--- config.mk ---
export PLATFORM = sky130hd
export DESIGN_NAME = cobs_frame_command_detector_top
export DESIGN_NICKNAME = d
export VERILOG_FILES = /design/src/rtl/cfcd_pkg.sv /design/src/rtl/cobs_frame_command_detector_top.sv /design/src/rtl/cfcd_in_reg.sv /design/src/rtl/cfcd_decode.sv /design/src/rtl/cfcd_out_reg.sv
export SDC_FILE = /design/constraint.sdc
export NUM_CORES = 1
export LEC_CHECK = 0
export ABC_CLOCK_PERIOD_IN_PS = 3600
export BUFFER_PORTS_ARGS = -buffer_cell sky130_fd_sc_hd__buf_2
export CORE_ASPECT_RATIO = 2
export CORE_MARGIN = 3
export CORE_UTILIZATION = 45
export CTS_CLUSTER_SIZE = 30
export DETAILED_ROUTE_END_ITERATION = 10
export PLACE_DENSITY_LB_ADDON = 0.2
export SYNTH_ARGS = -nofsm -noshare
export SYNTH_HDL_FRONTEND = slang
export SYNTH_SLANG_ARGS = --single-unit
--- constraint.sdc ---
create_clock -name clk -period 3.6 [get_ports clk]
set_input_delay 0.36 -clock clk [delete_from_list [all_inputs] [get_ports clk]]
set_output_delay 0.36 -clock clk [all_outputs]
set_load 0.01 [all_outputs]
--- src/rtl/cfcd_pkg.sv ---
// ----------------------------------------------------------------------------
// cfcd_pkg: shared types and constants for the COBS frame command detector
// Holds the frame size limit, the reboot command bytes, status codes and the
// structs that pass between the stages.
// ----------------------------------------------------------------------------
package cfcd_pkg;

  localparam int MAX_FRAME = 256;
  localparam int RAW_W     = $clog2(MAX_FRAME + 1);
  localparam int DEC_W     = 9;
  localparam int DEC_SAT   = 511;
  localparam int LEN_W     = 8;
  localparam int LEN_SAT   = 255;
  localparam int CMD_LEN   = 27;
  localparam int IDX_W     = $clog2(CMD_LEN);

  localparam logic [7:0] DELIM_BYTE = 8'h00;
  localparam logic [7:0] FULL_CODE  = 8'hFF;

  typedef enum logic [1:0] {
    STATUS_CORRUPT = 2'd0,
    STATUS_REBOOT  = 2'd1,
    STATUS_OTHER   = 2'd2
  } status_t;

  typedef struct packed {
    logic       valid;
    logic [7:0] data;
  } byte_stage_t;

  typedef struct packed {
    status_t          status;
    logic [LEN_W-1:0] length;
  } result_t;

  // Expected decoded bytes of the reboot command
  function automatic logic [7:0] cmd_byte(input logic [IDX_W-1:0] idx);
    logic [7:0] val;
    unique case (idx)
      5'd0:    val = 8'hA1;
      5'd1:    val = 8'h64;
      5'd2:    val = 8'h74;
      5'd3:    val = 8'h79;
      5'd4:    val = 8'h70;
      5'd5:    val = 8'h65;
      5'd6:    val = 8'h74;
      5'd7:    val = 8'h72;
      5'd8:    val = 8'h65;
      5'd9:    val = 8'h62;
      5'd10:   val = 8'h6F;
      5'd11:   val = 8'h6F;
      5'd12:   val = 8'h74;
      5'd13:   val = 8'h5F;
      5'd14:   val = 8'h74;
      5'd15:   val = 8'h6F;
      5'd16:   val = 8'h5F;
      5'd17:   val = 8'h62;
      5'd18:   val = 8'h6F;
      5'd19:   val = 8'h6F;
      5'd20:   val = 8'h74;
      5'd21:   val = 8'h6C;
      5'd22:   val = 8'h6F;
      5'd23:   val = 8'h61;
      5'd24:   val = 8'h64;
      5'd25:   val = 8'h65;
      5'd26:   val = 8'h72;
      default: val = 8'h00;
    endcase
    return val;
  endfunction

endpackage

--- src/rtl/cobs_frame_command_detector_top.sv ---
// Path: input byte register, then COBS decode, then result register.
// Throughput: 1 byte per cycle; a frame-ending delimiter waits until the
// result register is free or being emptied in the same cycle.
// Reset: synchronous, active high; clears both valid flags and the frame
// state (counts zero, match flag set), so the first byte opens a frame.
// ----------------------------------------------------------------------------
// cobs_frame_command_detector_top: COBS frame command detector
// Decodes a COBS byte stream and reports, per non-empty delimited frame,
// whether it is corrupt, the reboot command or another frame.
// ----------------------------------------------------------------------------
module cobs_frame_command_detector_top (
  input  logic       clk,
  input  logic       rst,
  input  logic       item_valid,
  output logic       item_stall,
  input  logic [7:0] rx_byte,
  output logic       result_valid,
  input  logic       result_stall,
  output logic [1:0] frame_status,
  output logic [7:0] decoded_length
);

  cfcd_pkg::byte_stage_t stage;
  cfcd_pkg::result_t     result;
  logic                  take;
  logic                  load;
  logic                  out_free;

  cfcd_in_reg u_in_reg (
    .clk        (clk),
    .rst        (rst),
    .item_valid (item_valid),
    .item_stall (item_stall),
    .rx_byte    (rx_byte),
    .take       (take),
    .stage      (stage)
  );

  cfcd_decode u_decode (
    .clk      (clk),
    .rst      (rst),
    .stage    (stage),
    .out_free (out_free),
    .take     (take),
    .load     (load),
    .result   (result)
  );

  cfcd_out_reg u_out_reg (
    .clk            (clk),
    .rst            (rst),
    .load           (load),
    .result         (result),
    .out_free       (out_free),
    .result_valid   (result_valid),
    .result_stall   (result_stall),
    .frame_status   (frame_status),
    .decoded_length (decoded_length)
  );

  a_no_overwrite: assert property (@(posedge clk) disable iff (rst)
    load |-> out_free)
    else $error("result register overwritten while held");

  a_stall_only_full: assert property (@(posedge clk) disable iff (rst)
    item_stall |-> stage.valid)
    else $error("input stalled with an empty byte register");

  a_reboot_length: assert property (@(posedge clk) disable iff (rst)
    (result_valid && frame_status == cfcd_pkg::STATUS_REBOOT) |->
      decoded_length == 8'(cfcd_pkg::CMD_LEN))
    else $error("reboot status with wrong decoded length");

  a_status_code: assert property (@(posedge clk) disable iff (rst)
    result_valid |-> frame_status <= cfcd_pkg::STATUS_OTHER)
    else $error("undefined frame status");

endmodule

--- src/rtl/cfcd_in_reg.sv ---
// ----------------------------------------------------------------------------
// cfcd_in_reg: input byte register
// Captures one received byte per request and holds it until the decode
// stage takes it.
// ----------------------------------------------------------------------------
module cfcd_in_reg (
  input  logic                 clk,
  input  logic                 rst,
  input  logic                 item_valid,
  output logic                 item_stall,
  input  logic [7:0]           rx_byte,
  input  logic                 take,
  output cfcd_pkg::byte_stage_t stage
);

  logic       valid_q;
  logic [7:0] data_q;

  assign item_stall  = valid_q && !take;
  assign stage.valid = valid_q;
  assign stage.data  = data_q;

  always_ff @(posedge clk) begin
    if (rst) begin
      valid_q <= 1'b0;
    end else if (item_valid && !item_stall) begin
      valid_q <= 1'b1;
    end else if (take) begin
      valid_q <= 1'b0;
    end
  end

  always_ff @(posedge clk) begin
    if (item_valid && !item_stall) begin
      data_q <= rx_byte;
    end
  end

endmodule

--- src/rtl/cfcd_decode.sv ---
// ----------------------------------------------------------------------------
// cfcd_decode: COBS decode and command compare
// Tracks frame state, decodes one byte per cycle unless a delimiter stalls,
// compares decoded bytes with the reboot command, classifies at a delimiter.
// ----------------------------------------------------------------------------
module cfcd_decode (
  input  logic                  clk,
  input  logic                  rst,
  input  cfcd_pkg::byte_stage_t stage,
  input  logic                  out_free,
  output logic                  take,
  output logic                  load,
  output cfcd_pkg::result_t     result
);

  logic [cfcd_pkg::RAW_W-1:0] raw_count, raw_count_next;
  logic [7:0]                 code_remaining, code_remaining_next;
  logic                       pending_zero, pending_zero_next;
  logic [cfcd_pkg::DEC_W-1:0] decoded_count, decoded_count_next;
  logic                       pattern_match, pattern_match_next;

  logic       is_delim;
  logic       emits;
  logic       dec_en;
  logic [7:0] dec_val;
  logic       in_cmd;
  logic       byte_ok;

  assign is_delim = (stage.data == cfcd_pkg::DELIM_BYTE);
  assign emits    = stage.valid && is_delim && (raw_count != '0);
  assign take     = stage.valid && (!emits || out_free);
  assign load     = take && emits;

  assign in_cmd  = (decoded_count < cfcd_pkg::DEC_W'(cfcd_pkg::CMD_LEN));
  assign byte_ok = in_cmd &&
                   (cfcd_pkg::cmd_byte(decoded_count[cfcd_pkg::IDX_W-1:0]) == dec_val);

  always_comb begin
    if (decoded_count > cfcd_pkg::DEC_W'(cfcd_pkg::LEN_SAT)) begin
      result.length = cfcd_pkg::LEN_W'(cfcd_pkg::LEN_SAT);
    end else begin
      result.length = decoded_count[cfcd_pkg::LEN_W-1:0];
    end
    priority if (code_remaining != '0 || decoded_count == '0) begin
      result.status = cfcd_pkg::STATUS_CORRUPT;
    end else if (pattern_match &&
                 decoded_count == cfcd_pkg::DEC_W'(cfcd_pkg::CMD_LEN)) begin
      result.status = cfcd_pkg::STATUS_REBOOT;
    end else begin
      result.status = cfcd_pkg::STATUS_OTHER;
    end
  end

  always_comb begin
    raw_count_next      = raw_count;
    code_remaining_next = code_remaining;
    pending_zero_next   = pending_zero;
    decoded_count_next  = decoded_count;
    pattern_match_next  = pattern_match;
    dec_en              = 1'b0;
    dec_val             = stage.data;
    if (code_remaining == '0) begin
      dec_en  = pending_zero;
      dec_val = 8'h00;
    end else begin
      dec_en  = 1'b1;
    end
    if (take) begin
      if (is_delim || raw_count >= cfcd_pkg::RAW_W'(cfcd_pkg::MAX_FRAME)) begin
        // end of frame or overflow: drop all frame state
        raw_count_next      = '0;
        code_remaining_next = '0;
        pending_zero_next   = 1'b0;
        decoded_count_next  = '0;
        pattern_match_next  = 1'b1;
      end else begin
        raw_count_next = raw_count + cfcd_pkg::RAW_W'(1);
        if (code_remaining == '0) begin
          code_remaining_next = stage.data - 8'd1;
          pending_zero_next   = (stage.data != cfcd_pkg::FULL_CODE);
        end else begin
          code_remaining_next = code_remaining - 8'd1;
        end
        if (dec_en) begin
          pattern_match_next = pattern_match && byte_ok;
          if (decoded_count < cfcd_pkg::DEC_W'(cfcd_pkg::DEC_SAT)) begin
            decoded_count_next = decoded_count + cfcd_pkg::DEC_W'(1);
          end
        end
      end
    end
  end

  always_ff @(posedge clk) begin
    if (rst) begin
      raw_count      <= '0;
      code_remaining <= '0;
      pending_zero   <= 1'b0;
      decoded_count  <= '0;
      pattern_match  <= 1'b1;
    end else begin
      raw_count      <= raw_count_next;
      code_remaining <= code_remaining_next;
      pending_zero   <= pending_zero_next;
      decoded_count  <= decoded_count_next;
      pattern_match  <= pattern_match_next;
    end
  end

endmodule

--- src/rtl/cfcd_out_reg.sv ---
// ----------------------------------------------------------------------------
// cfcd_out_reg: result register
// Holds one frame result until the downstream side takes it.
// ----------------------------------------------------------------------------
module cfcd_out_reg (
  input  logic              clk,
  input  logic              rst,
  input  logic              load,
  input  cfcd_pkg::result_t result,
  output logic              out_free,
  output logic              result_valid,
  input  logic              result_stall,
  output logic [1:0]        frame_status,
  output logic [7:0]        decoded_length
);

  logic              valid_q;
  cfcd_pkg::result_t data_q;

  assign out_free       = !valid_q || !result_stall;
  assign result_valid   = valid_q;
  assign frame_status   = data_q.status;
  assign decoded_length = data_q.length;

  always_ff @(posedge clk) begin
    if (rst) begin
      valid_q <= 1'b0;
    end else if (load) begin
      valid_q <= 1'b1;
    end else if (!result_stall) begin
      valid_q <= 1'b0;
    end
  end

  always_ff @(posedge clk) begin
    if (load) begin
      data_q <= result;
    end
  end

endmodule
== Word-level counts from Yosys, hierarchy flattened ==
Memories as Yosys holds them, arrays and structs flattened. A register that Yosys moved wholly into a read port is not among the register bits.
Index checks and enable logic that the tools add are counted.

* Bits in registers: 48
* Bits in read-only memories: 256
* Input port bits: 12
* Output and inout port bits: 12
* Word-level logic and storage cells: 72
* Memories: 1

* $add $sub $neg: 4
* Magnitude comparators: 4
* Eq/ne operators: 4
* Muxes and demuxes: 19
* Reduce and logical (&&, ||, !) cells: 30

{| class="wikitable"
|+ Memories
! name !! depth !! width !! rd ports !! clocked after Yosys merged registers in !! wr ports !! RTL line !! source
|-
| (no name shown) || 32 || 8 || 1 || 1 || 0 || cfcd_pkg.sv:39 || <nowiki>unique case (idx)</nowiki>
|}

{| class="wikitable"
|+ Operators with widths
! operator !! number
|-
| $mux W9 || 4
|-
| $mux W8 || 3
|-
| $add A9 B1 Y9 const B || 2
|-
| $logic_not A8 Y1 || 2
|-
| $sub A8 B1 Y8 const B || 2
|-
| $mux W5 || 2
|-
| $eq A9 B5 Y1 const B || 1
|-
| $ge A9 B9 Y1 const B || 1
|-
| $gt A9 B8 Y1 const B || 1
|-
| $logic_and A1 B1 Y1 || 9
|-
| $logic_not A9 Y1 || 1
|-
| $lt A9 B5 Y1 const B || 1
|-
| $lt A9 B9 Y1 const B || 1
|-
| $mux W1 || 9
|-
| $reduce_bool A9 Y1 || 1
|-
| $eq A8 B8 Y1 || 1
|-
| $ne A8 B8 Y1 const B || 1
|-
| $reduce_bool A2 Y1 || 4
|-
| $reduce_bool A8 Y1 || 1
|-
| $logic_not A1 Y1 || 5
|-
| $logic_or A1 B1 Y1 || 4
|-
| $reduce_and A2 Y1 || 2
|-
| $reduce_and A3 Y1 || 1
|-
| $mux W2 || 1
|-
| $ne A2 B1 Y1 const B || 1
|}

== Depth between registers and ports, before layout ==
Gate-level depths: netlist of the first run.

* Depth after elaboration: 11
* Mapped depth: 14

== Modules after synthesis ==
From an unflattened synthesis of the first run, not the netlist that was laid out.

* Cells, all modules: 360
* Area total of the unflattened synthesis: 3,261.9 um2

{| class="wikitable"
|+ By module, submodules not included
! module !! times used !! cells an instance !! area each (um2)
|-
| cfcd_decode || 1 || 333 || 2,631.3
|-
| cfcd_out_reg || 1 || 14 || 332.8
|-
| cfcd_in_reg || 1 || 13 || 297.8
|}

== Worst setup path after synthesis of the first run ==
OpenSTA, ideal clock, no wires.

* Kind: reg2reg
* From: reg u_in_reg.data_q[6]
* To: reg with a tool-made name
* Library setup time: 0.129 ns
* Arrival: 2.877 ns
* Data required time: 3.471 ns
* Path slack: 0.594 ns
* Cell stages (with the launch flop): 11
* Buffers on the path: 1
* Clock period less this slack: 3.006 ns
* Cell sequence: edfxtp_1 > buf_2 > nor4_2 > a211oi_1 > and4_1 > o31ai_1 > inv_1 > ha_1 > o311ai_0 > o21bai_1 > a32oi_1

{| class="wikitable"
|+ RTL lines
! item !! RTL line !! source
|-
| start, declared || cfcd_in_reg.sv:17 || <nowiki>logic [7:0] data_q;</nowiki>
|-
| start signal, assigned || cfcd_in_reg.sv:35 || <nowiki>data_q <= rx_byte;</nowiki>
|}

==> results of run 1 <==
-- critical path, stage by stage, from the launching register on --
cell                        delay (ns)
sky130_fd_sc_hd__edfxtp_1         0.47
sky130_fd_sc_hd__or4_4            0.60
sky130_fd_sc_hd__a2111oi_4        0.52
sky130_fd_sc_hd__nor2_1           0.12
sky130_fd_sc_hd__nand2_1          0.15
sky130_fd_sc_hd__mux2_2           0.23
sky130_fd_sc_hd__and2_1           0.27
sky130_fd_sc_hd__inv_1            0.10
sky130_fd_sc_hd__ha_1             0.25
sky130_fd_sc_hd__or3_1            0.37
sky130_fd_sc_hd__a32oi_1          0.19
-- final timing paths --
check                                      start                             endpoint  slack (ns)  depth (start not counted)
max                 u_in_reg.data_q[0]$_DFFE_PP_                                 flop        0.26                         10
min                                   rx_byte[4]         u_in_reg.data_q[4]$_DFFE_PP_        0.24                          1
max reg2reg         u_in_reg.data_q[0]$_DFFE_PP_                                 flop        0.26                         10
min reg2reg  u_decode.pattern_match$_SDFFE_PP1P_  u_decode.pattern_match$_SDFFE_PP1P_        0.48                          1
-- cell type report --
cell class                 count  area share, %
multi-input combinational    277           49.8
sequential                    56           34.1
timing repair buffer          36           5.57
clock buffer                   6           3.37
tap                           92           3.01
inverter                      26           2.59
clock inverter                 2           1.57
-- cell usage after synthesis (all sizes together), types with 7 or more instances --
cell    instances  area [um^2]
nor4           10          111
nand3           9         45.0
dfxtp          38          761
clkbuf          7         26.3
xor2            8         70.1
nor2           38          161
a31oi          10         62.6
nor3           10         50.1
inv            24         90.1
a21oi          23          123
nand4          11         68.8
edfxtp         18          541
o21ai          23          119
or3             7         43.8
nand2          33          126
ha             12          150
-- power groups by stage --
stage	Combinational (mW)	Sequential, mW	Clock, mW
after floorplan	0.747	0.792	0
after global placement	0.961	0.820	0
after detailed placement	0.969	0.820	0
after CTS	0.972	0.808	0.627
after global routing	1.08	0.818	0.653
final	0.988	0.810	0.617
-- through the flow --
stage / setup WS [ns] / power (mW) / cells / cell area (um^2)
finish: 0.262 / 2.42 / 495 / 3820
global route: 0.0158 / 2.56 / 495 / 3820
CTS: 0.256 / 2.41 / 495 / 3820
detailed placement: 0.261 / 1.79 / 487 / 3630
global placement: 0.339 / 1.78 / 487 / 3630
floorplan: 0.594 / 1.54 / 372 / 3360
-- per-layer routing --
metal  GRT usage (%)  up-vias  part of all wire [%]
met5               0        -                     0
met4            16.7        0                   7.0
met3            2.89       40                   2.9
met2            42.3       93                    55
met1            23.2     1411                    36
li1                -     1450                     -
-- cell families after synthesis --
family	share of synthesized area, %
flip-flops	38.7
AND/OR/NAND/NOR	25.1
buffers and inverters	4.95
XOR/XNOR	3.65
multiplexers	0.967
AO/OA/AOI/OAI	22.2
adder cells (fa/ha/maj)	4.46
==> results.md, run 1 <==
- The power share of the combinational group is 40.9%.
- Setup repair after global routing left no endpoint under its margin.
- The run finished with clean final reports.
- The analysis attributes to cell leakage a power of 1.50 nW.
- The wire length after detailed routing is 9.46 mm.
- The number of antenna violations at the first check in global routing is 0.
- The filler cells instantiated in the layout total 691.
- Summed over all layers, the global routing overflow is 0.
- The cell at the root of the clock tree is sky130_fd_sc_hd__clkbuf_16.
- Global routing used 23.4% of the available tracks across all layers.
- The count of final hold-check violations is 0.
- The starting density of the core is 46.3%.
- After detailed routing, the number of vias per cell comes to 6.05.
- The internal power is 1.50 mW.
- Data on the critical path is required at its endpoint by 3.82 ns.
- The maximum number of pins on one net before global-route repair is 21.
- In this run the worst hold path is classified as input pin to flop.
- The start-to-end type of the worst setup path is flop to flop.
- The power per cell area is 632 mW/mm^2.
- The clock tree from TritonCTS is done.
- The count of cells resized by post-cts repair is 0.
- IR analysis of the VDD net gives a maximum drop of 0.000281 V.
- The detail-routed net length per standard cell is 19.1 um.
- From synthesis to final layout, the design area changed by 13.6%.
- The detailed-placement wirelength estimate is 7.41 mm.
- Row generation in the floorplan step produced 44 rows.
- The average cell area after synthesis is 9.04 um^2.
- Across all layers, the routed design uses 2994 vias.
- The number of buffers inserted by hold repair at cts is 0.
- The number of flops mapped to enable cells by yosys is 18.
- The first global-routing pass estimated 14.9 mm of wire.
- The core region is 0.00727 mm^2.
- The commonest non-fill, non-tap cell in the layout is sky130_fd_sc_hd__dfxtp_1.
- The switching share of power is 37.7%.
- The kind of launch point of the worst setup path is a flop.
- Timing would allow up to 300 MHz.
- The arrival time at the worst endpoint is 3.56 ns.
- The final critical-path share of the clock period is 92.7%.
- The buffers inserted during post-CTS setup optimization is 0.
- The final critical-path required period is 3.34 ns.
- In the routed design, unresolved DRC markers number 0.
- The Yosys warning count is 0.
- The endpoint class of the critical path is a flop.
- 24 I/O pins were placed.
- Summing all multi-input logic gate instances after layout gives 0.00190 mm^2.
- The number of global-route vias before repair came to 2938.
- The final hold slack is 0.238 ns.
- The die height is 128 um.
- The cell area that synthesis handed to floorplanning was 0.00336 mm^2.
- The weighted congestion at the end of routability-driven global placement is 0.918.
- The first detailed-routing pass took 5 iterations.
- The async set-reset flop share out of synthesis is 0%.
- The final worst clock skew is 0.00498 ns.
- Cells with a size suffix above 1 make up 17.9% of the layout.
- The number of nets in the final layout is 426.
- The initial DRC count is 193.
- The max capacitance violation total is 0.
- The detail route stage leaves a number of antenna-violating nets equal to 0.
- The number of port buffers is 23.
- The clock passes through at most 2 buffers.
- The headroom to the max-slew limit is 26.2%.
- The clock network burns 25.6% of the power.
- In the layout the commonest cells are sky130_fd_sc_hd__dfxtp_1 (38), sky130_fd_sc_hd__nor2_1 (36), sky130_fd_sc_hd__nand2_1 (32), sky130_fd_sc_hd__inv_1 (24), sky130_fd_sc_hd__buf_2 (23).
- The number of sinks driven by the clock tree is 56.
- The repair_antennas step left the layout with diodes totalling 0.
- Of all nets on the critical path, the largest fanout is 6.
- Clock-pin slew was measured on the worst setup and hold paths at 0.07 ns.
- When the netlist entered floorplanning its net count stood at 396.
- At the later pin of the worst-skew pair, clock insertion delay measures 0.30 ns.
- The most frequently used flop master after synthesis is sky130_fd_sc_hd__dfxtp_1.
- The max-slew violation count is 0.
- The die footprint is 0.00861 mm^2.
- Across the whole layout, storage elements account for 0.00130 mm^2.
- The number of distinct library cells after synthesis is 71.
- The pin slew with the least headroom to its limit is 1.11 ns.
- The width of the chip is 67.1 um.
- The final cell utilization of the core is 52.6%.
- Synthesis produced a netlist whose cell count is 372.
- The accumulated negative setup slack is 0 ns.
- The number of H-tree levels is 2.
- The switching power total is 911 uW.
- In this run, CTS created clock tree buffers numbering 5.
- In this run, flip-flops and latches consume 33.5% of the power.
- Setup violations remaining at the end of the flow were counted as 0.
- The number of synthesized register bits is 56.
- The sequential-to-total area share from yosys stat is 38.7%.
Power figures use the tool's default switching activity.
==> inputs of run 2 (changes only) <==
--- a/config.mk
+++ b/config.mk
@@ -12,7 +12,6 @@
 export CORE_UTILIZATION = 45
 export CTS_CLUSTER_SIZE = 30
 export DETAILED_ROUTE_END_ITERATION = 10
-export PLACE_DENSITY_LB_ADDON = 0.2
 export SYNTH_ARGS = -nofsm -noshare
 export SYNTH_HDL_FRONTEND = slang
 export SYNTH_SLANG_ARGS = --single-unit
==> results.md, run 2 (synthesis gave the netlist of run 1 again) <==
- The total inserted antenna cells is 0.
- The congestion estimate from routability-driven global placement came to 0.960.
- The iteration count of the initial detailed-routing pass is 4.
- The number of global-route vias before repair is 2851.
- The clock transition time at the flip-flop clock pins of the worst setup and hold paths is 0.07 ns.
- Once the floorplan was initialized, standard cells occupied 46.3% of the core.
- The buffers inserted during post-CTS setup optimization is 0.
- The multi-input gate area in the final layout is 0.00190 mm^2.
- The power share of the sequential group is 35.9%.
- The number of antenna violations at the first check in global routing is 0.
- The final worst clock skew is 0.00547 ns.
- The core region is 0.00727 mm^2.
- The static leakage is 1.47 nW.
- For this design the top-level I/O count stands at 24.
- The reg-to-reg critical path startpoint is u_in_reg.data_q[6]$_DFFE_PP_.
- The area growth from synthesis to layout is 12.0%.
- The start-to-end type of the worst setup path is flop to flop.
- For the final routed database, the setup TNS stands at 0 ns.
- The endpoint of the worst hold-timing path is u_in_reg.data_q[4]$_DFFE_PP_.
- The final critical-path share of the clock period is 92.8%.
- Traced cell by cell, the critical path runs through nor4_2, a21oi_2, o21ai_2, nand2_1, mux2_2, and2_1, ha_1, o311ai_0, o21bai_1, a32oi_1.
- In this run, post-CTS hold repair placed 0 buffers.
- The non-filler instance count after layout is 494.
- For this run, the post-layout net count is 425.
- The residual antenna-violating net count after detailed routing is 0.
- Entering global routing, the biggest net connects 19 pins.
- From bottom edge to top edge, the die measures 128 um.
- The count of endpoints failing setup in the final report is 0.
- The type of the worst min-delay path is input pin to flop.
- Counting instances, the worst hold path has a depth of 1.
- The switching power total is 897 uW.
- After detailed routing, the average wire length per cell comes to 18.7 um.
- After detailed routing, the number of vias per cell comes to 5.94.
- On the critical path, the stage with the largest delay is an instance of sky130_fd_sc_hd__edfxtp_1.
- The switching share of power is 39.8%.
- Setup repair after global routing left no endpoint under its margin.
- The later-pin clock latency in the skew report is 0.30 ns.
- For the worst setup path, the data required time is 3.77 ns.
- The commonest non-fill, non-tap cell in the layout is sky130_fd_sc_hd__dfxtp_1.
- For this run, the slowest stage of the critical path takes 0.51 ns.
- Along the worst path, the maximum fanout reaches 8.
- CTS placed an instance of sky130_fd_sc_hd__clkbuf_16 at the clock tree root.
- The power share of the combinational group is 42.5%.
- The kind of launch point of the worst setup path is a flop.
- The headroom to the max-slew limit is 34.0%.
- The tree built by TritonCTS fans out to 56 sinks.
- The share of total power dissipated in the clock network is 21.6%.
- The endpoint class of the critical path is a flop.
- Counting the fill cells in the layout gives 721.
- The arrival time at the worst endpoint is 3.51 ns.
- The detailed-placement wirelength estimate is 7.35 mm.
- The top cell types in the final layout, fill and taps aside, are sky130_fd_sc_hd__dfxtp_1 (38), sky130_fd_sc_hd__nor2_1 (36), sky130_fd_sc_hd__nand2_1 (32), sky130_fd_sc_hd__inv_1 (24), sky130_fd_sc_hd__buf_2 (23).
- The global-route wire length before repair is 14.8 mm.
- The fraction of final layout cells with drive strength greater than 1 is 17.7%.
- The number of H-tree levels is 2.
- Max-cap violations in this run came to 0.
- The number of port buffers is 23.
- The number of clock buffers added by TritonCTS is 5.
- The worst register-to-register path has a depth of 10.
- The total instance count after detailed placement is 486.
- The sequential cell area in the final layout is 0.00130 mm^2.
- TritonCTS built the clock tree.
- For this run, design rule violations remaining after detail routing come to 0.
- The die footprint is 0.00861 mm^2.
- The post-layout total power is 2.25 mW.
- The detailed-route via count is 2933.
- The flow ran to the end, and the final reports show no timing, DRC or antenna violations.
- Power spread over the standard cell area amounts to 599 mW/mm^2.
- The clock passes through at most 2 buffers.
- The fmax is 299 MHz.
- Across every metal layer, demand over resource in global routing totals 23.3%.
- After clock tree synthesis, the repair step resized 0 gates.
- In this run, the number of DRC markers left after iteration 0 of detailed routing was 247.
- The max-slew violation count is 0.
- The count of final hold-check violations is 0.
- The wire length after detailed routing is 9.23 mm.
- The number of cell rows is 44.
- The total overflow left after global routing is 0.
- The start point of the worst min-delay path is rx_byte[4].
- The register-to-register setup slack is 0.26 ns.
- The final critical-path required period is 3.34 ns.
- The internal power is 1.36 mW.
- At the pin with the least slew margin, the transition time is 0.983 ns.
- The worst-case IR drop observed on VDD is 0.000266 V.
- Measured along the x axis, the die boundary spans 67.1 um.
run 2: worst max-delay path by stage:
stage | start | end | slack (ns) | cells past startpoint
after global placement | u_in_reg.data_q[1]$_DFFE_PP_ | flop | 0.28 | 10
after global routing | u_in_reg.data_q[0]$_DFFE_PP_ | flop | 0.02 | 10
after detailed placement | u_in_reg.data_q[6]$_DFFE_PP_ | flop | 0.26 | 10
after floorplan | u_in_reg.data_q[6]$_DFFE_PP_ | flop | 0.59 | 10
after CTS | u_in_reg.data_q[6]$_DFFE_PP_ | flop | 0.26 | 10
final | u_in_reg.data_q[6]$_DFFE_PP_ | flop | 0.26 | 10
run 2: stage by stage:
| stage | setup WS [ns] | area [um^2] | utilization [%] | hold WS (ns) |
|---|---|---|---|---|
| after floorplan | 0.594 | 3360 | - | 0.426 |
| after global placement | 0.275 | 3620 | 49.9 | 0.479 |
| after detailed placement | 0.263 | 3620 | 49.9 | 0.483 |
| after CTS | 0.265 | 3770 | 51.8 | 0.232 |
| after global routing | 0.0223 | 3770 | 51.8 | 0.231 |
| final | 0.258 | 3770 | 51.8 | 0.234 |
run 2: critical path: cells and delay by family (launching register included):
family	cells	cell delay, ns
adders and majority gates	1	0.23
AOI/OAI and AO/OA	5	1.22
and+or+nand+nor	3	0.92
DFF	1	0.51
muxes	1	0.34
run 2: metal layers:
metal / global-route usage, % / wire length [um] / part of all wire (%)
met5: 0 / 0 / 0
met4: 13.6 / 474 / 5.1
met3: 2.72 / 271 / 2.9
met2: 42.1 / 5100 / 55
met1: 24.9 / 3390 / 37
run 2: final cells by class:
class | count | area share, %
clock buffers | 6 | 3.42
flip-flops and latches | 56 | 34.6
repair buffers | 35 | 5.45
clock inverters | 2 | 0.332
well taps | 92 | 3.06
multi-input cells | 277 | 50.6
inverters | 26 | 2.62
run 2: power by group through the flow:
stage / Combinational [mW] / Clock (mW) / Sequential [mW]
after CTS: 0.954 / 0.493 / 0.809
after global placement: 0.941 / 0 / 0.821
after floorplan: 0.747 / 0 / 0.792
final: 0.959 / 0.486 / 0.810
after global routing: 1.08 / 0.510 / 0.819
after detailed placement: 0.952 / 0 / 0.822
